### config.mk
export PLATFORM = sky130hd
export DESIGN_NAME = rmq_sqrt_cell
export DESIGN_NICKNAME = d
export VERILOG_FILES = /design/src/hdl/rmq_pkg.sv /design/src/hdl/rmq_sqrt_cell.sv
export SDC_FILE = /design/constraint.sdc
export NUM_CORES = 1
export LEC_CHECK = 0
export ABC_AREA = 1
export BUFFER_PORTS_ARGS = -buffer_cell sky130_fd_sc_hd__buf_4
export CORE_ASPECT_RATIO = 2
export CORE_MARGIN = 1
export CORE_UTILIZATION = 49
export CTS_BUF_LIST = sky130_fd_sc_hd__clkbuf_8 sky130_fd_sc_hd__clkbuf_16
export CTS_CLUSTER_SIZE = 10
export DETAILED_ROUTE_END_ITERATION = 12
export PLACE_DENSITY_LB_ADDON = 0.3
export SLEW_MARGIN = 40
export SYNTH_ARGS = -nofsm -noshare
export SYNTH_HDL_FRONTEND = slang
export SYNTH_SLANG_ARGS = --single-unit
### constraint.sdc
create_clock -name clk -period 4.2 [get_ports clk]
set_clock_uncertainty 0.2 [all_clocks]
set_input_delay 0.42 -clock clk [delete_from_list [all_inputs] [get_ports clk]]
set_output_delay 0.42 -clock clk [all_outputs]
set_load 0.005 [all_outputs]
### src/hdl/rmq_pkg.sv
// shared widths, word types and helpers for the rotation matrix to quaternion block
package rmq_pkg;

  localparam int DW   = 16;
  localparam int FB   = DW - 2;
  localparam int RADW = DW + 2;
  localparam int SQW  = 2 * DW;
  localparam int RTW  = DW;
  localparam int NUMW = DW + 1;
  localparam int LAT  = RTW + DW + 2;

  localparam logic [DW-1:0] Q_ONE = DW'(64'd1 << FB);
  localparam logic [DW-1:0] Q_MAX = {1'b0, {(DW-1){1'b1}}};
  localparam logic [DW-1:0] Q_MIN = {1'b1, {(DW-1){1'b0}}};

  typedef logic signed [DW-1:0] word_t;

  typedef enum logic [1:0] {
    SEL_POS,
    SEL_X,
    SEL_Y,
    SEL_Z
  } sel_t;

  typedef struct packed {
    logic                   valid;
    sel_t                   sel;
    logic                   degen;
    logic signed [NUMW-1:0] n0;
    logic signed [NUMW-1:0] n1;
    logic signed [NUMW-1:0] n2;
    logic [SQW-1:0]         nrad;
    logic [RTW+1:0]         rem;
    logic [RTW-1:0]         root;
  } sq_t;

  typedef struct packed {
    logic           neg;
    logic           ovf;
    logic [RTW:0]   rem;
    logic [DW-1:0]  low;
    logic [DW-1:0]  quo;
  } lane_t;

  typedef struct packed {
    logic           valid;
    sel_t           sel;
    logic           degen;
    logic [RTW-1:0] root;
    logic [RTW:0]   den;
    lane_t          l0;
    lane_t          l1;
    lane_t          l2;
  } dv_t;

  function automatic lane_t lane_init(logic signed [NUMW-1:0] num, logic [RTW:0] den);
    logic [NUMW-1:0]    mag;
    logic [NUMW+FB-1:0] dvd;
    lane_t              l;
    mag   = num[NUMW-1] ? NUMW'(-num) : NUMW'(num);
    dvd   = {mag, {FB{1'b0}}};
    l.neg = num[NUMW-1];
    l.ovf = (RTW+1)'(dvd >> DW) >= den;
    l.rem = (RTW+1)'(dvd >> DW);
    l.low = dvd[DW-1:0];
    l.quo = '0;
    return l;
  endfunction

  function automatic word_t lane_final(lane_t l);
    word_t r;
    if (!l.neg) begin
      r = (l.ovf || l.quo > Q_MAX) ? Q_MAX : l.quo;
    end else begin
      r = (l.ovf || l.quo > Q_MIN) ? Q_MIN : DW'(-l.quo);
    end
    return r;
  endfunction

endpackage

### src/hdl/rmq_sqrt_cell.sv
// one digit of the square root chain
module rmq_sqrt_cell (
  input  logic         clk,
  input  logic         rst_n,
  input  rmq_pkg::sq_t d,
  output rmq_pkg::sq_t q
);
  import rmq_pkg::*;

  logic [RTW+3:0] rem_w, trial;
  sq_t s_nxt, s_r;

  always_comb begin
    s_nxt = d;
    rem_w = {d.rem, d.nrad[SQW-1:SQW-2]};
    trial = (RTW+4)'({d.root, 2'b01});
    s_nxt.nrad = d.nrad << 2;
    if (rem_w >= trial) begin
      s_nxt.rem  = (RTW+2)'(rem_w - trial);
      s_nxt.root = {d.root[RTW-2:0], 1'b1};
    end else begin
      s_nxt.rem  = (RTW+2)'(rem_w);
      s_nxt.root = {d.root[RTW-2:0], 1'b0};
    end
  end

  always_ff @(posedge clk) begin
    if (!rst_n) begin
      s_r <= '0;
    end else begin
      s_r <= s_nxt;
    end
  end

  assign q = s_r;

endmodule

### Yosys cells after proc, flatten, opt, wreduce, memory -nomap -nowiden

Cells that the tools add are included.

* add/subtract/negate cells: 1
* magnitude comparators: 1
* mux-type cells: 1

Operators with widths (count)
* 34-bit 2-to-1 mux: 1
* 20-bit by 18-bit >= comparator with 1-bit output: 1
* 18-bit subtractor: 1

* flip-flop bits (word level): 121
* bits of input ports: 123
* output and inout port bits: 121
* logic and storage cells: 13

### Longest topological paths before layout

* word-level depth: 2
* mapped depth: 15
* depth with buffers taken out: 15

### Worst setup path before layout

OpenSTA, ideal clock, no wires.

* path type: in2reg
* start: input port d[4] in the netlist's numbering
* end: register s_r, in the netlist q[29]
* setup time: 113 ps
* data arrival time: 1630 ps
* required time: 3887 ps
* setup slack: 2257 ps
* cell stages on the path: 12
* path buffers: 1
* cells stage by stage: inv_1 -> ha_1 -> nand2_2 -> nor2_2 -> inv_2 -> nor2_2 -> nand3_1 -> nand4_2 -> buf_6 -> inv_2 -> nor2_1 -> nor2_1

* word-level cells in the longest chain between the ends: 2
* elaborated cells between the ends (all ways): 3
* those cells by class: add/sub: 1; order compare: 1; mux: 1

RTL lines
* from (decl): line rmq_sqrt_cell.sv:5 `input rmq_pkg::sq_t d,`
* 18-bit subtractor or 20-bit by 18-bit >= comparator with 1-bit output (tied branches): line rmq_sqrt_cell.sv:19, rmq_sqrt_cell.sv:18
* 34-bit 2-to-1 mux (*): line rmq_sqrt_cell.sv:18 `if (rem_w >= trial) begin`
* to (signal assigned): line rmq_sqrt_cell.sv:31 `s_r <= s_nxt;`
* to (decl): line rmq_sqrt_cell.sv:11 `sq_t s_nxt, s_r;`

Mark *: on every way between the ends. The rest lies on a longest branch, timed or not.
A chain may end at the register's enable or synchronous reset.

### Worst setup path after layout

* start: input port d[8] in the netlist's numbering
* end: register s_r, in the netlist q[21]

* word-level cells in the longest chain between the ends: 2

RTL lines (line)
* 20-bit by 18-bit >= comparator with 1-bit output: rmq_sqrt_cell.sv:18
* 34-bit 2-to-1 mux: rmq_sqrt_cell.sv:18

No other way between the ends.

==> results_dict.tcl <==
set metrics [dict create \
    final_common_cell "buf_4" \
    max_stage_delay_ps 560 \
    cts_max_path_buffers 2 \
    worst_pin_slew_ps 628 \
    mostFrequentLayoutCells "buf_4, nand2_1, inv_1" \
    endpoint "q[21]$_SDFF_PN0_" \
    synth_top_family_by_area "simple AND/OR/NAND/NOR gates" \
    path_depth 15 \
    yosys.area_share.simple 0.268 \
    finalInstanceArea_sq_mm 0.00773 \
    grt-ovfl-total 0 \
    final_hold_viol_count 0 \
    cpLargestDelayFamily "simple AND/OR/NAND/NOR gates" \
    numCtsBuffers 17 \
    fin_crit_ps 2720 \
    drv_slew 0 \
    antenna_found_initial 0 \
    grt_max_degree 54 \
    gp_congestion 0.876 \
    tns_ps 0 \
    setup_viol 0 \
    drive_above_1_share 0.312 \
    fmax_ghz 0.368 \
    critPathLaunchType "input port" \
    crit_chain "dlygate4sd3_1, buf_4, inv_1, ha_1, nand2_1, inv_2, nand2_2, inv_1, nand2_2, nand2_1, nand2_1, nand4_4, nand2_1, nand2_1, nor2_1" \
    die-area_sq_mm 0.0102 \
    routed_wl_um 18800 \
    die_y_um 142 \
    core_area_sq_mm 0.00945 \
    crit_fanout 30 \
    syn_area_per_cell_sq_um 7.23 \
    cts_max_level 4 \
    vdd_ir_drop_max_mv 0.409 \
    rsz0062_at_grt "false" \
    wl_per_cell_um 17.1 \
    grt_pass1_wl_um 27800 \
    n_antenna_cell 0 \
    synth_top_area_frac 0.496 \
    outcome "completed" \
    synthTopCellsByArea "dfxtp_1, nand2_1, inv_1" \
    required_ps 4330 \
    drtIter0Drc 341 \
    firstDrtPassIters 8 \
    cts_root_buffer "clkbuf_16" \
    post-cts-setup-buffer-count 0 \
    finalCritPeriodShare 0.648 \
    drc 0 \
    path_clk_slew_ps 50 \
    num_io_pins 244 \
    syn_inst 665 \
    synth_compound_area_frac 0.0200 \
    max_cap_violations 0 \
    startpoint "d[8]" \
    cts_tree "done" \
    cp_data_arrival_time_ps 2850 \
    max_slew_margin 0.581 \
    synthAdderAreaFrac 0.0469 \
    vias_per_cell 4.96 \
    p_leak_uw 0.00477 \
    crit_top_cell "nand2_1" \
    dp_hpwl_um 11200 \
    num_rows 50 \
    final_nets 1094 \
    muxShareOfSynthArea 0 \
    io_buffer_count 241 \
    ys_warn_count 0 \
    endpoint_kind "register" \
    track_usage 0.365 \
    min_from "d[49]" \
    cts_resized 0 \
    yosysSeqAreaShare 0.496 \
    die_w_um 72.0 \
    placed_cell_area_sq_mm 0.00670 \
    min_path_type "in2reg" \
    critPathBufInv 5 \
    cts.sinks 119 \
    vias 5433 \
    slowest_stage "dlygate4sd3_1" \
    synth_seq_cells 119 \
    area_delta_synth_final_pct 60.9 \
    largest_register_ffs 119 \
    yosys.area_share.xor_xnor 0.0146 \
    synth.distinct_cells 29 \
    syn_area_sq_mm 0.00481 \
    synth_area_leader_cell "dfxtp_1" \
    drtAntennaViolNets 0 \
    start_util 0.509 \
    grt_pass1_vias 5610 \
    criticalPathCategory "in2reg" \
    pwr_density_cell_mw_per_mm2 421 \
]
-- how the worst min path moves through the flow --
stage | to | slack (ps) | depth (start not counted)
global placement | q[76]$_SDFF_PN0_ | 400 | 3
global route | q[51]$_SDFF_PN0_ | 1 | 3
finish | q[51]$_SDFF_PN0_ | 6 | 3
CTS | q[44]$_SDFF_PN0_ | 0.06 | 3
detailed placement | q[98]$_SDFF_PN0_ | 410 | 3
floorplan | q[10]$_SDFF_PN0_ | 310 | 2
-- final cells by class --
class	instances	area [sq um]
tap	130	163
multi-input combinational	358	1700
timing repair buffer	286	2250
inverter	171	642
clock buffer	17	425
clock inverter	15	170
sequential	119	2380
fill	535	1710
-- where the power goes --
part / switching (uW) / total, uW / internal, uW
Clock: 576 / 1460 / 889
Sequential: 25.3 / 1230 / 1200
Combinational: 286 / 562 / 276
-- through the flow --
| stage | total power (uW) | hold slack [ps] | std cells | setup WS [ps] | util |
|---|---|---|---|---|---|
| 6_report | 3250 | 6.13 | 1096 | 1480 | 0.819 |
| 5_1_grt | 3360 | 1.26 | 1096 | 1360 | 0.819 |
| 4_1_cts | 3220 | 0.0600 | 1095 | 1260 | 0.817 |
| 3_5_place_dp | 1740 | 405 | 1021 | 1440 | 0.709 |
| 3_3_place_gp | 1730 | 397 | 1021 | 1510 | 0.709 |
| 2_1_floorplan | 1480 | 313 | 666 | 2260 | - |
-- cells by family after synthesis --
| logic type | Yosys count |
|---|---|
| buffers and inverters | 189 |
| and+or+nand+nor | 312 |
| adders and majority gates | 18 |
| other | 1 |
| DFF | 119 |
| AOI/OAI and AO/OA | 18 |
| xor gates and xnor gates | 8 |
-- Yosys cell counts (all sizes together) --
library cell / n
ha: 18
xnor2: 5
xor2: 3
dfxtp: 119
nand2: 235
o21bai: 1
buf: 7
a21oi: 14
nor3: 5
inv: 171
nand3: 14
o21ai: 3
nor2: 49
nand4: 2
clkbuf: 11
nand3b: 7
conb: 1
-- timing repair --
action                                 CTS  global route
hold buffers                            42             1
setup endpoints to repair                0             0
endpoints found under the hold margin   42             1
-- layer usage --
| metal | wire length, um | global-route usage | vias up | share of wire |
|---|---|---|---|---|
| met4 | 1700 | 0.286 | 0 | 0.091 |
| met2 | 9910 | 0.677 | 358 | 0.53 |
| met1 | 5650 | 0.308 | 2453 | 0.30 |
| li1 | - | - | 2468 | - |
| met3 | 1530 | 0.114 | 154 | 0.081 |
| met5 | 0 | 0 | - | 0 |
Power figures use the tool's default switching activity.
