## config.mk

```make
export PLATFORM = sky130hd
export DESIGN_NAME = rmq_front
export DESIGN_NICKNAME = d
export VERILOG_FILES = /design/src/hdl/rmq_pkg.sv /design/src/hdl/rmq_front.sv
export SDC_FILE = /design/constraint.sdc
export NUM_CORES = 1
export LEC_CHECK = 0
export BUFFER_PORTS_ARGS = -buffer_cell sky130_fd_sc_hd__buf_2
export CAP_MARGIN = 5
export CORE_MARGIN = 5
export CORE_UTILIZATION = 50
export CTS_CLUSTER_SIZE = 40
export DETAILED_ROUTE_END_ITERATION = 10
export GPL_ROUTABILITY_DRIVEN = 0
export MAX_ROUTING_LAYER = met4
export PLACE_DENSITY = 0.81
export RECOVER_POWER = 25
export REMOVE_ABC_BUFFERS = 1
export SYNTH_ARGS = -nofsm -noshare
export SYNTH_HDL_FRONTEND = slang
export SYNTH_SLANG_ARGS = --single-unit
```

## constraint.sdc

```tcl
create_clock -name clk -period 6.1 [get_ports clk]
set_input_delay 0.61 -clock clk [delete_from_list [all_inputs] [get_ports clk]]
set_output_delay 0.61 -clock clk [all_outputs]
set_load 0.02 [all_outputs]
```

## src/hdl/rmq_pkg.sv

```systemverilog
// shared widths, word types and helpers for the rotation matrix to quaternion block
package rmq_pkg;

  localparam int DW   = 16;
  localparam int FB   = DW - 2;
  localparam int RADW = DW + 2;
  localparam int SQW  = 2 * DW;
  localparam int RTW  = DW;
  localparam int NUMW = DW + 1;
  localparam int LAT  = RTW + DW + 2;

  localparam logic [DW-1:0] Q_ONE = DW'(64'd1 << FB);
  localparam logic [DW-1:0] Q_MAX = {1'b0, {(DW-1){1'b1}}};
  localparam logic [DW-1:0] Q_MIN = {1'b1, {(DW-1){1'b0}}};

  typedef logic signed [DW-1:0] word_t;

  typedef enum logic [1:0] {
    SEL_POS,
    SEL_X,
    SEL_Y,
    SEL_Z
  } sel_t;

  typedef struct packed {
    logic                   valid;
    sel_t                   sel;
    logic                   degen;
    logic signed [NUMW-1:0] n0;
    logic signed [NUMW-1:0] n1;
    logic signed [NUMW-1:0] n2;
    logic [SQW-1:0]         nrad;
    logic [RTW+1:0]         rem;
    logic [RTW-1:0]         root;
  } sq_t;

  typedef struct packed {
    logic           neg;
    logic           ovf;
    logic [RTW:0]   rem;
    logic [DW-1:0]  low;
    logic [DW-1:0]  quo;
  } lane_t;

  typedef struct packed {
    logic           valid;
    sel_t           sel;
    logic           degen;
    logic [RTW-1:0] root;
    logic [RTW:0]   den;
    lane_t          l0;
    lane_t          l1;
    lane_t          l2;
  } dv_t;

  function automatic lane_t lane_init(logic signed [NUMW-1:0] num, logic [RTW:0] den);
    logic [NUMW-1:0]    mag;
    logic [NUMW+FB-1:0] dvd;
    lane_t              l;
    mag   = num[NUMW-1] ? NUMW'(-num) : NUMW'(num);
    dvd   = {mag, {FB{1'b0}}};
    l.neg = num[NUMW-1];
    l.ovf = (RTW+1)'(dvd >> DW) >= den;
    l.rem = (RTW+1)'(dvd >> DW);
    l.low = dvd[DW-1:0];
    l.quo = '0;
    return l;
  endfunction

  function automatic word_t lane_final(lane_t l);
    word_t r;
    if (!l.neg) begin
      r = (l.ovf || l.quo > Q_MAX) ? Q_MAX : l.quo;
    end else begin
      r = (l.ovf || l.quo > Q_MIN) ? Q_MIN : DW'(-l.quo);
    end
    return r;
  endfunction

endpackage

```

## src/hdl/rmq_front.sv

```systemverilog
// input stage: trace, pivot choice, radicand and numerators
module rmq_front (
  input  logic         clk,
  input  logic         rst_n,
  input  logic         take,
  input  rmq_pkg::word_t m00, m01, m02, m10, m11, m12, m20, m21, m22,
  output rmq_pkg::sq_t q
);
  import rmq_pkg::*;

  logic signed [RADW-1:0] trace, rad, a00, a11, a22, one;
  sq_t s_nxt, s_r;

  always_comb begin
    a00   = RADW'(m00);
    a11   = RADW'(m11);
    a22   = RADW'(m22);
    one   = RADW'(Q_ONE);
    trace = a00 + a11 + a22;
    s_nxt = '0;
    s_nxt.valid = take;
    if (trace > 0) begin
      s_nxt.sel = SEL_POS;
      rad = trace + one;
      s_nxt.n0 = NUMW'(m21) - NUMW'(m12);
      s_nxt.n1 = NUMW'(m02) - NUMW'(m20);
      s_nxt.n2 = NUMW'(m10) - NUMW'(m01);
    end else if (m22 > ((m11 > m00) ? m11 : m00)) begin
      s_nxt.sel = SEL_Z;
      rad = a22 - a00 - a11 + one;
      s_nxt.n0 = NUMW'(m02) + NUMW'(m20);
      s_nxt.n1 = NUMW'(m12) + NUMW'(m21);
      s_nxt.n2 = NUMW'(m10) - NUMW'(m01);
    end else if (m11 > m00) begin
      s_nxt.sel = SEL_Y;
      rad = a11 - a22 - a00 + one;
      s_nxt.n0 = NUMW'(m21) + NUMW'(m12);
      s_nxt.n1 = NUMW'(m01) + NUMW'(m10);
      s_nxt.n2 = NUMW'(m02) - NUMW'(m20);
    end else begin
      s_nxt.sel = SEL_X;
      rad = a00 - a11 - a22 + one;
      s_nxt.n0 = NUMW'(m10) + NUMW'(m01);
      s_nxt.n1 = NUMW'(m20) + NUMW'(m02);
      s_nxt.n2 = NUMW'(m21) - NUMW'(m12);
    end
    s_nxt.degen = (rad <= 0);
    s_nxt.nrad  = s_nxt.degen ? '0 : (SQW'(unsigned'(rad)) << FB);
  end

  always_ff @(posedge clk) begin
    if (!rst_n) begin
      s_r <= '0;
    end else begin
      s_r <= s_nxt;
    end
  end

  assign q = s_r;

endmodule

```

# After elaboration in Yosys (flattened, before gate mapping)
# Cells that the tools add are included.
[classes]
addsub = 18
order_cmp = 4
n_mux = 9
bitwise_logic = 1
reduce_logical = 2
[op_table]
columns = ["operator", "count"]
rows = [
  ["51-bit two-way mux", 3],
  ["16-bit by 16-bit subtractor with 17-bit output", 6],
  ["18-bit by 16-bit adder with 18-bit output, second input constant", 4],
  ["16-bit by 16-bit adder with 17-bit output", 4],
  ["18-bit two-way mux", 3],
  ["17-bit by 16-bit subtractor with 18-bit output", 3],
  ["16-bit > comparator", 2],
  ["17-bit by 16-bit adder with 18-bit output", 1],
  ["18-bit by 1-bit > comparator with 1-bit output, second input constant", 1],
  ["18-bit by 1-bit less-or-equal comparator with 1-bit output, second input constant", 1],
  ["16-bit two-way mux", 1],
  ["2-bit two-way mux", 2],
  ["2-bit OR reduction", 2],
  ["1-bit inverter", 1],
]
[totals]
reg_bits = 121
in_bits = 147
output_inout_bits = 121
elab_cells = 44

# Logic depth before layout (Yosys ltp)
[logic_depth]
ltp_word = 8
mapped_depth = 26
mapped_depth_nobuf = 22

# Worst setup path after synthesis
# No wires, ideal clock.
[synth_timing]
kind = "input to register"
from = "input port m00[12]"
to = "register s_r (netlist bit q[51])"
setup_time_ns = 0.114
t_arrival_ns = 5.592
t_required_ns = 5.986
path_slack_ns = 0.394
path_stages = 25
n_path_buf = 7
path_cell_list = "inv_1 -> ha_1 -> nor4b_2 -> and2_1 -> a21boi_1 -> nor4_2 -> a21boi_1 -> or2_1 -> clkbuf_1 -> clkbuf_1 -> clkbuf_1 -> buf_1 -> a21oi_1 -> ha_1 -> nand4_1 -> nor4_1 -> a21boi_0 -> nor4_1 -> a31oi_1 -> buf_2 -> buf_2 -> clkbuf_1 -> a31oi_1 -> a21oi_1 -> nor2_2"
[synth_via]
elab_chain_len = 8
elab_cells_between_ends = 20
classes_between = "11 x add/sub; 4 x order compare; 4 x mux; 1 x reduce/logical"
[synth_rtl]
columns = ["element", "line_no", "source"]
rows = [
  ["start: declaration", "rmq_front.sv:6", "input rmq_pkg::word_t m00, m01, m02, m10, m11, m12, m20, m21, m22,"],
  ["16-bit by 16-bit subtractor with 17-bit output", "rmq_front.sv:42", "rad = a00 - a11 - a22 + one;"],
  ["17-bit by 16-bit subtractor with 18-bit output", "rmq_front.sv:42", ""],
  ["18-bit by 16-bit adder with 18-bit output", "rmq_front.sv:42", ""],
  ["18-bit two-way mux", "rmq_front.sv:34", "end else if (m11 > m00) begin"],
  ["18-bit two-way mux", "rmq_front.sv:28", "end else if (m22 > ((m11 > m00) ? m11 : m00)) begin"],
  ["18-bit two-way mux *", "rmq_front.sv:22", "if (trace > 0) begin"],
  ["18-bit by 1-bit less-or-equal comparator with 1-bit output", "rmq_front.sv:47", "s_nxt.degen = (rad <= 0);"],
  ["2-bit OR reduction (no source line)", "--", ""],
  ["end signal: assignment", "rmq_front.sv:55", "s_r <= s_nxt;"],
  ["end: declaration", "rmq_front.sv:12", "sq_t s_nxt, s_r;"],
]
# Every way passes the cells marked *; elsewhere a longest branch is shown, timed or not.
# A chain may end at the register's enable or synchronous reset.

# Worst setup path in the final report
[layout_timing]
from = "input port m00[15]"
to = "register s_r (netlist bit q[117])"
[layout_via]
elab_chain_len = 7
elab_cells_between_ends = 19
classes_between = "11 x add/sub; 4 x order compare; 4 x mux"
[layout_rtl]
columns = ["element", "line_no"]
rows = [
  ["16-bit by 16-bit subtractor with 17-bit output", "rmq_front.sv:42"],
  ["17-bit by 16-bit subtractor with 18-bit output", "rmq_front.sv:42"],
  ["18-bit by 16-bit adder with 18-bit output", "rmq_front.sv:42"],
  ["18-bit two-way mux", "rmq_front.sv:34"],
  ["18-bit two-way mux", "rmq_front.sv:28"],
  ["18-bit two-way mux *", "rmq_front.sv:22"],
  ["18-bit by 1-bit less-or-equal comparator with 1-bit output *", "rmq_front.sv:47"],
]
# Marks and branches as above.

==> metrics.txt <==
Initial DRC Count 1452; global route overflow 0; Crit Path Class input pin to flip-flop; P_leak 7.75 nW; Distinct cells, synth 89; post_cts resized 0; Mapped Area roughly 14000 um2; Max Fclk roughly 0.17 GHz; Die ar. 32400 um2; Final Net Count ~2500; status complete, no violations; root buf cell clkbuf_16; HPWL Detailed about 36000 um; CTS tree built; leading cell type in the layout, fill and taps excluded ha_1; fin crit period about 5700 ps; Worst-path clk slew roughly 70 ps; largest net degree at the start of global routing 70; ANT nets after route 0; Post-synth EDFFs 0; Min Hold Slack 473 ps; Clock Sinks 73; dpl cells roughly 2400; ys flop type dfxtp_1; Required @ worst endpoint between 6000 and 7000 ps; overall power a little over 0.004 W; max reg flops between 70 and 80; Slew @ Worst Pin 812 ps; # H-tree levels 3; Initial Util 0.504; core area ~29000 um2; share of post-route cells with drive strength above 1 0.131; die span in y between 150 and 200 um; Synth async-reset ratio 0; number of max-cap violations 0; filler instances 2571; Post-CTS Setup Inserts 0; maximum buffer depth of the clock tree 2; Avg WL per Cell 17.9 um; DRT Wirelength 43200 um; Final Non-Filler Cells about 2400; register area share after synthesis 0.101; crit path DAT 5980 ps; DRC viols 0; CP Max Fanout 24; dpl cell area between 15000 and 20000 um2; count of mapped cells out of synthesis between 1500 and 2000; slew margin rel. 0.459; num rows 62; Port-buffer cells 219; final setup margin 374 ps; total track usage 0.259; most frequent cells in the layout ha_1 (253), nor2_1 (190), buf_2 (184); dpl ws approximately 130 ps; area grow syn2layout 10.1%; Cell Pwr Density about 260 nW/um2; Final Hold Viols 0; CTS Buf Count 9; I/O pin total between 200 and 300; hold crit path type input pin to flip-flop; Pins Over Slew Limit 0; period utilisation layout 0.939; Avg Vias per Cell slightly below 6; initial antenna violation count 2; register bit total from synthesis 73; Avg Synthesized Cell Area 7.77 um2; cts hold-fix bufs 0; design area approximately 16000 um2; RSZ-0062 raised after global routing false; DRT Pass-1 Iters 7; chip width between 150 and 200 um; vias in the first global route between 10000 and 15000; Crit. End Element flip-flop; CP Launch Type input pin; Peak VDD IR about 0.15 mV; vias between 10000 and 15000; final setup fails 0; Synth Warn # 0; first-pass GRT wire length roughly 68000 um
report_power, final:
| part | leakage (nW) | internal, W | switching (W) |
|---|---|---|---|
| combinational | 7.00 | 0.00109 | 0.00185 |
| clock | 0.137 | 0.000312 | 0.000218 |
| sequential | 0.608 | 0.000609 | 0.0000631 |
final cells by class:
class	count	area (um2)	share of cell area
antenna	2	5.00	0.000315
clock buffer	9	225	0.0142
clock inverter	6	60.1	0.00378
inverter	172	646	0.0406
multi-input combinational	1539	11900	0.746
sequential	73	1460	0.0920
tap	384	480	0.0302
timing repair buffer	233	1160	0.0728
cells by family (layout without fill, tap and decap cells):
kind of cell	Yosys count	after routing	share of synthesized area
AND/OR/NAND/NOR	559	559	0.181
AO/OA/AOI/OAI	464	464	0.217
adder cells (fa/ha/maj)	327	327	0.322
buffers and inverters	293	420	0.0922
XOR/XNOR	128	128	0.0777
flip-flops	73	73	0.101
multiplexers	12	12	0.00884
other	1	51	0.000260
Yosys cell counts (all sizes together), types with 24 or more instances:
| master | n | area, um2 |
|---|---|---|
| nand3 | 24 | 133 |
| clkbuf | 43 | 161 |
| xor2 | 31 | 272 |
| xnor2 | 97 | 850 |
| ha | 253 | 3170 |
| nor2 | 198 | 775 |
| a211oi | 30 | 235 |
| nand2 | 173 | 652 |
| o21ai | 78 | 390 |
| nor3 | 38 | 190 |
| nor2b | 25 | 164 |
| dfxtp | 73 | 1460 |
| a21o | 33 | 248 |
| buf | 78 | 523 |
| fa | 74 | 1480 |
| inv | 172 | 646 |
| a31oi | 41 | 257 |
| a21oi | 133 | 681 |
worst max-delay path: stages:
cell      delay [ps]
buf_2            130
inv_1            130
ha_1             430
nor4b_2          420
and2_1           210
a21boi_1         200
nor4_2            90
a21boi_1         360
or2_4            320
buf_4            250
nor2_1            60
a21oi_1          120
ha_1             250
nor2b_1          140
o211ai_1         190
a21boi_0         140
nand4b_1         250
a31oi_4          320
buf_4            330
a31oi_1          160
nor4_1           420
nand4b_1         160
a311oi_1         270
path summary, 6_finish.rpt:
path	slack (ps)	to	startpoint	depth (start not counted)
min	470	q[120]	take	2
max	370	q[117]	m00[15]	23
routing by layer:
layer | track usage | up-vias | share of wire
met4 | 0.0847 | 0 | 0.033
met5 | - | - | 0
li1 | - | 6655 | -
met3 | 0.0241 | 101 | 0.082
met1 | 0.323 | 6485 | 0.41
met2 | 0.441 | 716 | 0.48
metrics by stage:
| step | TNS, ps | util |
|---|---|---|
| after floorplan | -255110 | - |
| after global placement | 0 | 0.547 |
| after detailed placement | 0 | 0.547 |
| after CTS | 0 | 0.557 |
| after global routing | 0 | 0.555 |
| final | 0 | 0.555 |
Power figures use the tool's default switching activity.
