===== src/hdl/rmq_pkg.sv =====
// shared widths, word types and helpers for the rotation matrix to quaternion block
package rmq_pkg;

  localparam int DW   = 16;
  localparam int FB   = DW - 2;
  localparam int RADW = DW + 2;
  localparam int SQW  = 2 * DW;
  localparam int RTW  = DW;
  localparam int NUMW = DW + 1;
  localparam int LAT  = RTW + DW + 2;

  localparam logic [DW-1:0] Q_ONE = DW'(64'd1 << FB);
  localparam logic [DW-1:0] Q_MAX = {1'b0, {(DW-1){1'b1}}};
  localparam logic [DW-1:0] Q_MIN = {1'b1, {(DW-1){1'b0}}};

  typedef logic signed [DW-1:0] word_t;

  typedef enum logic [1:0] {
    SEL_POS,
    SEL_X,
    SEL_Y,
    SEL_Z
  } sel_t;

  typedef struct packed {
    logic                   valid;
    sel_t                   sel;
    logic                   degen;
    logic signed [NUMW-1:0] n0;
    logic signed [NUMW-1:0] n1;
    logic signed [NUMW-1:0] n2;
    logic [SQW-1:0]         nrad;
    logic [RTW+1:0]         rem;
    logic [RTW-1:0]         root;
  } sq_t;

  typedef struct packed {
    logic           neg;
    logic           ovf;
    logic [RTW:0]   rem;
    logic [DW-1:0]  low;
    logic [DW-1:0]  quo;
  } lane_t;

  typedef struct packed {
    logic           valid;
    sel_t           sel;
    logic           degen;
    logic [RTW-1:0] root;
    logic [RTW:0]   den;
    lane_t          l0;
    lane_t          l1;
    lane_t          l2;
  } dv_t;

  function automatic lane_t lane_init(logic signed [NUMW-1:0] num, logic [RTW:0] den);
    logic [NUMW-1:0]    mag;
    logic [NUMW+FB-1:0] dvd;
    lane_t              l;
    mag   = num[NUMW-1] ? NUMW'(-num) : NUMW'(num);
    dvd   = {mag, {FB{1'b0}}};
    l.neg = num[NUMW-1];
    l.ovf = (RTW+1)'(dvd >> DW) >= den;
    l.rem = (RTW+1)'(dvd >> DW);
    l.low = dvd[DW-1:0];
    l.quo = '0;
    return l;
  endfunction

  function automatic word_t lane_final(lane_t l);
    word_t r;
    if (!l.neg) begin
      r = (l.ovf || l.quo > Q_MAX) ? Q_MAX : l.quo;
    end else begin
      r = (l.ovf || l.quo > Q_MIN) ? Q_MIN : DW'(-l.quo);
    end
    return r;
  endfunction

endpackage


===== src/hdl/rmq_div_cell.sv =====
// one quotient bit for each of the three division lanes
module rmq_div_cell (
  input  logic         clk,
  input  logic         rst_n,
  input  rmq_pkg::dv_t d,
  output rmq_pkg::dv_t q
);
  import rmq_pkg::*;

  dv_t s_nxt, s_r;

  function automatic lane_t step(lane_t l, logic [RTW:0] den);
    logic [RTW+1:0] rw;
    lane_t          o;
    o   = l;
    rw  = {l.rem, l.low[DW-1]};
    o.low = l.low << 1;
    if (rw >= {1'b0, den}) begin
      o.rem = (RTW+1)'(rw - {1'b0, den});
      o.quo = {l.quo[DW-2:0], 1'b1};
    end else begin
      o.rem = rw[RTW:0];
      o.quo = {l.quo[DW-2:0], 1'b0};
    end
    return o;
  endfunction

  always_comb begin
    s_nxt    = d;
    s_nxt.l0 = step(d.l0, d.den);
    s_nxt.l1 = step(d.l1, d.den);
    s_nxt.l2 = step(d.l2, d.den);
  end

  always_ff @(posedge clk) begin
    if (!rst_n) begin
      s_r <= '0;
    end else begin
      s_r <= s_nxt;
    end
  end

  assign q = s_r;

endmodule


===== config.mk =====
export PLATFORM = sky130hd
export DESIGN_NAME = rmq_div_cell
export DESIGN_NICKNAME = d
export VERILOG_FILES = /design/src/hdl/rmq_pkg.sv /design/src/hdl/rmq_div_cell.sv
export SDC_FILE = /design/constraint.sdc
export NUM_CORES = 1
export LEC_CHECK = 0
export BUFFER_PORTS_ARGS = -buffer_cell sky130_fd_sc_hd__buf_2
export CORE_MARGIN = 2
export CORE_UTILIZATION = 35
export DETAILED_ROUTE_END_ITERATION = 12
export GPL_TIMING_DRIVEN = 0
export PLACE_DENSITY_LB_ADDON = 0.25
export SKIP_LAST_GASP = 1
export SYNTH_ARGS = -nofsm -noshare
export SYNTH_HDL_FRONTEND = slang
export SYNTH_SLANG_ARGS = --single-unit

===== constraint.sdc =====
create_clock -name clk -period 2.8 [get_ports clk]
set_clock_uncertainty 0.15 [all_clocks]
set_input_delay 0.14 -clock clk [delete_from_list [all_inputs] [get_ports clk]]
set_output_delay 0.14 -clock clk [all_outputs]
set_load 0.005 [all_outputs]

Yosys cells after proc, flatten, opt, wreduce, memory -nomap -nowiden

Cells that the tools add are included.

Register bits after elaboration: 190
Bits in latches: 0
Memory bits (writable): 0
Bits in read-only memories: 0
Output and inout bits: 190
Memories kept: 0

Add/subtract/negate cells: 3
Multiply operators: 0
Div/mod/pow operators: 0
Magnitude comparators: 3
Equal/unequal tests: 0
Shift operators: 0
Multiplexer cells: 6
Bitwise operators: 0
Reduce and logical (&&, ||, !) cells: 0

Operators with widths:

| kind             | count |
|---|---|
| $ge A18 B17 Y1   | 3 |
| $mux W17         | 3 |
| $sub A17 B17 Y17 | 3 |
| $mux W1          | 3 |

Depth between registers and ports, before layout

Gate-level depths: netlist of run 1.

Depth after elaboration: 2
Gate-level depth with buffers: 12
Depth with buffers taken out: 10

Worst setup path before layout of run 1

OpenSTA, ideal clock, no wires.

Path type: input port to flip-flop
From: in d[82] (netlist name)
To: reg s_r, in the netlist q[97]
Library setup time: 0.116 ns
Arrival time: 2.208 ns
Slack: 0.326 ns
Stages on the path: 11
Path through: inv_1 > ha_1 > inv_1 > fa_1 > a21oi_1 > o21ai_0 > a211oi_2 > o21ai_2 > buf_4 > buf_2 > o211a_1

Word-level cells in the longest chain between the ends: 2
Elaborated cells on any way between the ends: 3
Those cells by class: add/sub: 1; order compare: 1; mux: 1

RTL lines:

| element                                                   | line                                   | source |
|---|---|---|
| from (decl)                                               | rmq_div_cell.sv:5                      | `input rmq_pkg::dv_t d,` |
| $sub A17 B17 Y17 / $ge A18 B17 Y1 (equally long branches) | rmq_div_cell.sv:19, rmq_div_cell.sv:18 |  |
| $mux W17 *                                                | rmq_div_cell.sv:18                     | `if (rw >= {1'b0, den}) begin` |
| to (signal assigned)                                      | rmq_div_cell.sv:39                     | `s_r <= s_nxt;` |
| to (decl)                                                 | rmq_div_cell.sv:10                     | `dv_t s_nxt, s_r;` |

Mark *: on every way between the ends. The rest lies on a longest branch, timed or not.
A chain may end at the register's enable or synchronous reset.

Worst setup path after layout of run 1

From: in d[35] (netlist name)
To: reg s_r, in the netlist q[40]

The elaborated chain is that of the path after synthesis.

==> results by group, run 1 <==
Timing
  – Hold Violations, Final: 2
  – Post-route clock period utilization: between 90% and 100%
  – Max Freq: 370 MHz
  – Worst-Margin Slew: between 0.9 and 1 ns
  – Setup violators final: 0
  – Minimum clock period: around 2.7 ns
  – Final slew viol count: 0
  – Slew margin rel.: 39.2%
  – RSZ-0062 raised after global routing: true
  – Setup TNS: 0 ns
  – Worst Slack Setup Final: 0.0964 ns
  – Worst hold slack: -0.143 ns

Route
  – Vias per cell: 4.83
  – Starting DRT DRC Count: 407
  – Remaining antenna violation count after routing: 1
  – # DRC: 0
  – Vias: 8682
  – DR pass1 iterations: 5
  – WL final: 33.1 mm
  – DR WL/cell: between 15 and 20 um

Yosys
  – Async set-reset flop share out of synthesis: 0%
  – Synth unique cells: 75
  – Biggest area consumer among synthesized cells: dfxtp_1
  – Syn Area/Cell: 9.48 um2
  – Post-Synthesis Cell Area: 8340 um2
  – Synth top area share: 44.9%
  – Post-synthesis sequential area ratio: 44.9%
  – Top cells by area, synth: dfxtp_1 45%, and2_1 9.2%, ha_1 7.7%, mux2i_1 3.4%, nor2_1 3.2%
  – EDFF count, synth: 0
  – Flops & latches, synth: 187
  – YS warnings: 0
  – Post-synth top flop: dfxtp_1
  – Synthesized netlist cell count: 879

Floorplan
  – Core area: 23400 um2
  – Initial Util: 35.6%
  – Row cnt: 56
  – Die H: ~160 um
  – Die W: 158 um
  – DIE AREA: 25100 um2
  – I/O pin total: 382

Outcome
  – Run status: finished with violations
  – Violations in the final reports: antenna violations, negative hold slack

Worst setup path
  – CP max FO: 10
  – WP data arrival: 2.86 ns
  – Worst path max stage delay: 0.53 ns
  – Setup crit end kind: flip-flop
  – Data required, critical path: around 3.0 ns
  – Crit start category: input port
  – Critical-path cell list: dlygate4sd3_1, buf_2, ha_1, nand3_1, o221ai_1, a211oi_2, o21ai_4, buf_12, mux2i_1, nor2_1
  – Crit path buf inv count: 3
  – Slowest CP cell: dlygate4sd3_1
  – Critical path class: input port to flip-flop
  – Delay-heaviest family, CP: compound AO/OA/AOI/OAI gates

Clock network
  – CTS tree: done
  – Num CTS Buffers: 17
  – Clock buffer depth: 2
  – Clk sinks: approximately 190
  – Root Driver: clkbuf_16
  – CTS H-Tree Depth: 4
  – Clock Pin Slew Worst Setup and Hold Paths: 0.08 ns

Run
  – Max_cap viols: 0

Place
  – # port buffers: 374
  – Routability cong.: 0.901
  – Place WS: -0.507 ns
  – Dpl hpwl: around 23 mm

Global route
  – Met2 Use GR: approximately 45%
  – Global-route usage over all layers: 25.4%
  – Vias in the first global route: 8552
  – GRT met1 Usage: 29.2%
  – Pin count of the biggest net entering global routing: 21
  – First-pass GRT wire length: 47.9 mm
  – Grt met3 use: 6.23%
  – Layer carrying the most global-route usage: met2
  – Overflow after GRT: 0
  – Initial antenna violation count: 7

Final layout
  – Fillers: 2104
  – Max FFs per register: 187
  – Ratio of cells with drive above 1 in the final layout: between 30% and 40%
  – # nets final: roughly 1.7k
  – Area grow syn2layout: 57.3%
  – Most common cell after layout, fill and taps aside: buf_2
  – Commonest non-fill, non-tap cells in the layout: 383 x buf_2, 187 x dfxtp_1, 181 x dlygate4sd3_1, 122 x and2_1, 70 x nor2_1

Power
  – Power Density: roughly 540 nW/um2
  – Pleak: between 6 and 7 nW
  – VDD IR max: 0.000338 V

Hold path
  – Hold path endpoint: q[32]
  – HP Class: input port to flip-flop
  – Worst Hold Path Cells: 3
  – Hold path startpoint: d[31]
==> routing by layer <==
metal	part of all wire (%)	up-vias
li1	-	4200
met1	40	4091
met2	49	326
met3	6.7	63
met4	3.9	2
met5	0.039	-
==> through the flow <==
step	std cells	power (W)	hold slack, ns	instance area, um2	util [%]
after floorplan	881	0.00382	0.112	8340	-
after global placement	1574	0.00441	0.191	10600	45.4
after detailed placement	1574	0.00442	0.199	10600	45.4
after CTS	1786	0.00709	-0.157	13000	55.6
after global routing	1793	0.00741	-0.139	13100	56.0
final	1799	0.00707	-0.143	13100	56.0
==> final cells by class <==
| type | instances | area (um2) | area share, % |
|---|---|---|---|
| Multi-Input combinational cell | 608 | 4270 | 32.5 |
| Clock buffer | 18 | 429 | 3.27 |
| Antenna cell | 11 | 27.5 | 0.210 |
| Sequential cell | 187 | 3740 | 28.6 |
| Timing Repair Buffer | 556 | 3690 | 28.2 |
| Inverter | 43 | 165 | 1.26 |
| Clock inverter | 14 | 168 | 1.28 |
| Buffer | 43 | 221 | 1.69 |
| Tap cell | 319 | 399 | 3.04 |
==> cell families (layout without fill, tap and decap cells) <==
group | after synthesis | count (layout) | synth area share [%]
multiplexers | 31 | 31 | 3.77
flip-flops | 187 | 187 | 44.9
XOR/XNOR | 28 | 28 | 2.94
adder cells (fa/ha/maj) | 54 | 54 | 8.37
buffers and inverters | 86 | 674 | 4.55
other | 1 | 14 | 0.0450
AND/OR/NAND/NOR | 314 | 314 | 20.6
AO/OA/AOI/OAI | 178 | 178 | 14.8
==> repair_timing <==
action,CTS,global route
buffers inserted,1,0
pin swaps,1,1
gates resized for setup,0,14
endpoints found under the setup margin,2,28
hold buffers,179,2
hold endpoints to repair,180,4
==> power by group <==
part | switching [W] | internal [W]
sequential | 0.0000505 | 0.00286
clock | 0.00124 | 0.00121
combinational | 0.000867 | 0.000836
total | 0.00216 | 0.00491
==> worst max path at each step <==
| stage | slack, ns | endpoint | startpoint | cells past startpoint |
|---|---|---|---|---|
| finish | 0.1 | q[40] | d[35] | 10 |
| global route | -0.03 | q[88] | d[90] | 11 |
| CTS | 0.006 | q[88] | d[90] | 11 |
| detailed placement | -0.51 | q[83] | d[153] | 11 |
| global placement | -0.47 | q[83] | d[153] | 11 |
| floorplan | 0.33 | q[97] | d[82] | 11 |
==> cells in the mapped netlist, drive strengths merged, types with 2 or more instances <==
master / n
a2111o: 2
a211oi: 15
nand3b: 5
inv: 43
o21ai: 28
nor2b: 6
mux2: 3
o221ai: 2
or3b: 4
nand3: 22
or3: 3
nand2b: 7
o21a: 9
nor3: 8
o211a: 2
fa: 3
nor4b: 2
a211o: 3
o2111ai: 2
and2: 122
nor4: 3
ha: 51
and3: 4
a21o: 14
o31ai: 2
a41oi: 2
dfxtp: 187
nor3b: 3
xnor2: 18
o211ai: 9
or2: 11
o311a: 2
xor2: 10
nor2: 74
a21oi: 51
buf: 17
mux2i: 28
a31oi: 11
nand2: 29
nand4: 9
clkbuf: 26
a31o: 2
o21bai: 3
o31a: 2
o22ai: 6
Note: power is estimated with default switching activity, not from simulation.
==> inputs of run 2 (changes only) <==
- ABC_AREA: not set -> 1
- SLEW_MARGIN: not set -> 20
==> run 2 against run 1 <==
The run now ends clean; first-iteration DRC count increased by 35%; sequential power about the same; utilization decreased by 1.5 points; combinational power is essentially flat; hold slack improved by 0.29 ns; sequential cell count unchanged; critical path type unchanged; largest power group unchanged.
==> results by group, run 2 <==
Outcome
  – Run status: completed

Place
  – Routability cong.: 0.965 (+7.1%)
  – Placed inst area: 11300 um2 (+6.7%)
  – Dpl hpwl: 24.5 mm (+6.1%)
  – # port buffers: 374 (unchanged)

Route
  – DR WL/cell: 14.5 um (-21%)
  – Vias: 9861 (+14%)
  – DR pass1 iterations: 5 (unchanged)
  – Starting DRT DRC Count: 551 (+35%)
  – Vias per cell: 4.41 (-8.6%)
  – WL final: 32.5 mm (-1.9%)
  – Remaining antenna violation count after routing: 0 (-1)
  – # DRC: 0 (unchanged)

Yosys
  – Post-synthesis mux area share: 0% (-3.8 points)
  – Synth top cells by count: 416 x nand2_1, 288 x inv_1, 187 x dfxtp_1, 126 x nor2_1, 60 x nand3_1
  – Synth unique cells: 36 (-52%)
  – Async set-reset flop share out of synthesis: 0% (unchanged)
  – Main combinational cell family by area after synthesis: simple AND/OR/NAND/NOR gates
  – Top cells by area, synth: dfxtp_1 41%, nand2_1 17%, inv_1 12%, ha_1 7.1%, nor2_1 5.2%
  – Compound-Gate Fraction of Synth Area: 4.47% (-10 points)
  – Synth Area in XOR/XNOR: 2.33% (-0.61 points)
  – Syn Area/Cell: 6.88 um2 (-27%)
  – Post-synthesis sequential area ratio: 41.4% (-3.5 points)
  – Post-synthesis simple-gate area fraction: 29.7% (+9.1 points)
  – Count leader, synth: nand2_1
  – Post-synth top flop: dfxtp_1
  – Post-Synthesis Cell Area: 9030 um2 (+8.4%)
  – Flops & latches, synth: 187 (unchanged)
  – Biggest area consumer among synthesized cells: dfxtp_1
  – Synth top area share: 41.4% (-3.5 points)
  – Synthesized netlist cell count: 1313 (+49%)
  – YS warnings: 0 (unchanged)
  – Post-Synth Adder-Cell Area: 7.73% (-0.65 points)
  – EDFF count, synth: 0 (unchanged)

Floorplan
  – Core area: 25300 um2 (+7.9%)
  – I/O pin total: 382 (unchanged)
  – Initial Util: 35.8% (+0.15 points)
  – Row cnt: 58 (+3.6%)
  – Die H: 165 um (+4.0%)
  – DIE AREA: 27100 um2 (+8.1%)
  – Die W: 165 um (+4.0%)

Clock network
  – CTS tree: done
  – CTS H-Tree Depth: 4 (unchanged)
  – Clock buffer depth: 2 (unchanged)
  – Clock Pin Slew Worst Setup and Hold Paths: 0.08 ns (about the same)
  – Setup bufs post-CTS: 0 (-1)
  – Clk sinks: 187 (unchanged)
  – Num CTS Buffers: 17 (unchanged)
  – Root Driver: clkbuf_16

Global route
  – Overflow after GRT: 0 (unchanged)
  – Global-route usage over all layers: 23.1% (-2.3 points)
  – Pin count of the biggest net entering global routing: 21 (unchanged)
  – Initial antenna violation count: 1 (-6)
  – First-pass GRT wire length: 47.8 mm (-0.23%)
  – Vias in the first global route: 9365 (+9.5%)

Power
  – Pleak: 8.38 nW (+31%)
  – Power Density: 514 nW/um2 (-4.6%)
  – VDD IR max: 0.000299 V (-12%)

Hold path
  – Hold path endpoint: q[154]
  – Worst Hold Path Cells: 4 (+1)
  – HP Class: input port to flip-flop
  – Hold path startpoint: rst_n

Timing
  – Post-route clock period utilization: 89.2% (-7.3 points)
  – RSZ-0062 raised after global routing: false
  – Worst-Margin Slew: 0.961 ns (+0.0497 ns)
  – Setup violators final: 0 (unchanged)
  – Hold Violations, Final: 0 (-2)
  – Slew margin rel.: 35.9% (-3.3 points)
  – Minimum clock period: 2.50 ns (-0.206 ns)
  – Max Freq: 400 MHz (+8.2%)
  – Final slew viol count: 0 (unchanged)
  – Worst hold slack: 0.150 ns (+0.292 ns)
  – Setup TNS: 0 ns (unchanged)

Worst setup path
  – Crit start category: input port
  – CP max FO: 10 (unchanged)
  – Critical path class: input port to flip-flop
  – Setup crit end kind: flip-flop
  – WP data arrival: 2.68 ns (-0.18 ns)
  – Data required, critical path: 2.98 ns (+0.03 ns)

Final layout
  – # nets final: 2138 (+26%)
  – Most common cell after layout, fill and taps aside: nand2_1
  – Max FFs per register: 187 (unchanged)
  – Ratio of cells with drive above 1 in the final layout: 24.1% (-7.8 points)
  – Finished Cell Area: 13800 um2 (+5.1%)
  – Commonest non-fill, non-tap cells in the layout: 416 x nand2_1, 376 x buf_2, 288 x inv_1, 187 x dfxtp_1, 184 x dlygate4sd3_1
  – Area grow syn2layout: 52.5%

Run
  – Max_cap viols: 0 (unchanged)
-- run 2: routing by layer --
layer,routed length [um],up-vias,track usage (%)
met5,0,-,0
met4,960,0,7.79
met3,2340,58,5.22
met2,15900,352,41.7
met1,13300,4422,26.9
li1,-,5029,-
-- run 2: worst max-delay path: stages --
cell	delay [ns]
dlygate4sd3_1	0.53
buf_2	0.12
inv_1	0.14
ha_1	0.41
nand2_1	0.15
nor2_1	0.17
nand2_1	0.11
nor3_1	0.17
nor2_1	0.07
nand2_2	0.13
buf_2	0.27
nand3_1	0.14
nand2_1	0.09
inv_1	0.04
-- run 2: logic make-up (layout without fill, tap and decap cells) --
kind of cell,after synthesis,count (layout)
DFF,187,187
AOI/OAI and AO/OA,70,70
and+or+nand+nor,652,652
other,1,4
xor gates and xnor gates,24,24
adders and majority gates,54,54
buffers and inverters,325,915
-- run 2: worst max-delay path by stage --
stage                start      to  slack (ns)  depth (start not counted)
global route        d[162]   q[48]        0.09                         14
floorplan            d[82]   q[88]        0.97                         12
detailed placement  d[162]   q[48]        0.47                         13
finish              d[162]   q[46]        0.30                         14
global placement    d[162]  q[146]        0.45                         12
CTS                 d[162]  q[146]        0.38                         13
-- run 2: repair_timing --
item / 4_1_cts / 5_1_grt
gates resized for setup: 0 / 0
hold endpoints to repair: 184 / 0
hold buffers: 184 / 0
-- run 2: stage by stage --
| step | worst slack [ns] | utilization [%] | power [W] | instances |
|---|---|---|---|---|
| after floorplan | 0.969 | - | 0.00383 | 1315 |
| after global placement | 0.445 | 44.8 | 0.00444 | 2019 |
| after detailed placement | 0.468 | 44.8 | 0.00445 | 2019 |
| after CTS | 0.376 | 54.5 | 0.00715 | 2235 |
| after global routing | 0.0939 | 54.5 | 0.00748 | 2236 |
| final | 0.302 | 54.5 | 0.00709 | 2236 |
-- run 2: cell type report --
cell class | instances | area, um2
clock buffer | 18 | 439
clock inverter | 14 | 164
inverter | 295 | 1110
antenna | 1 | 2.50
timing repair buffer | 558 | 3710
sequential | 187 | 3740
multi-input combinational | 803 | 4010
buffer | 30 | 181
fill | 2409 | 11500
tap | 330 | 413
-- run 2: power by group --
part	internal (W)	switching, W
clock network	0.00123	0.00124
logic	0.000764	0.000935
registers	0.00286	0.0000545
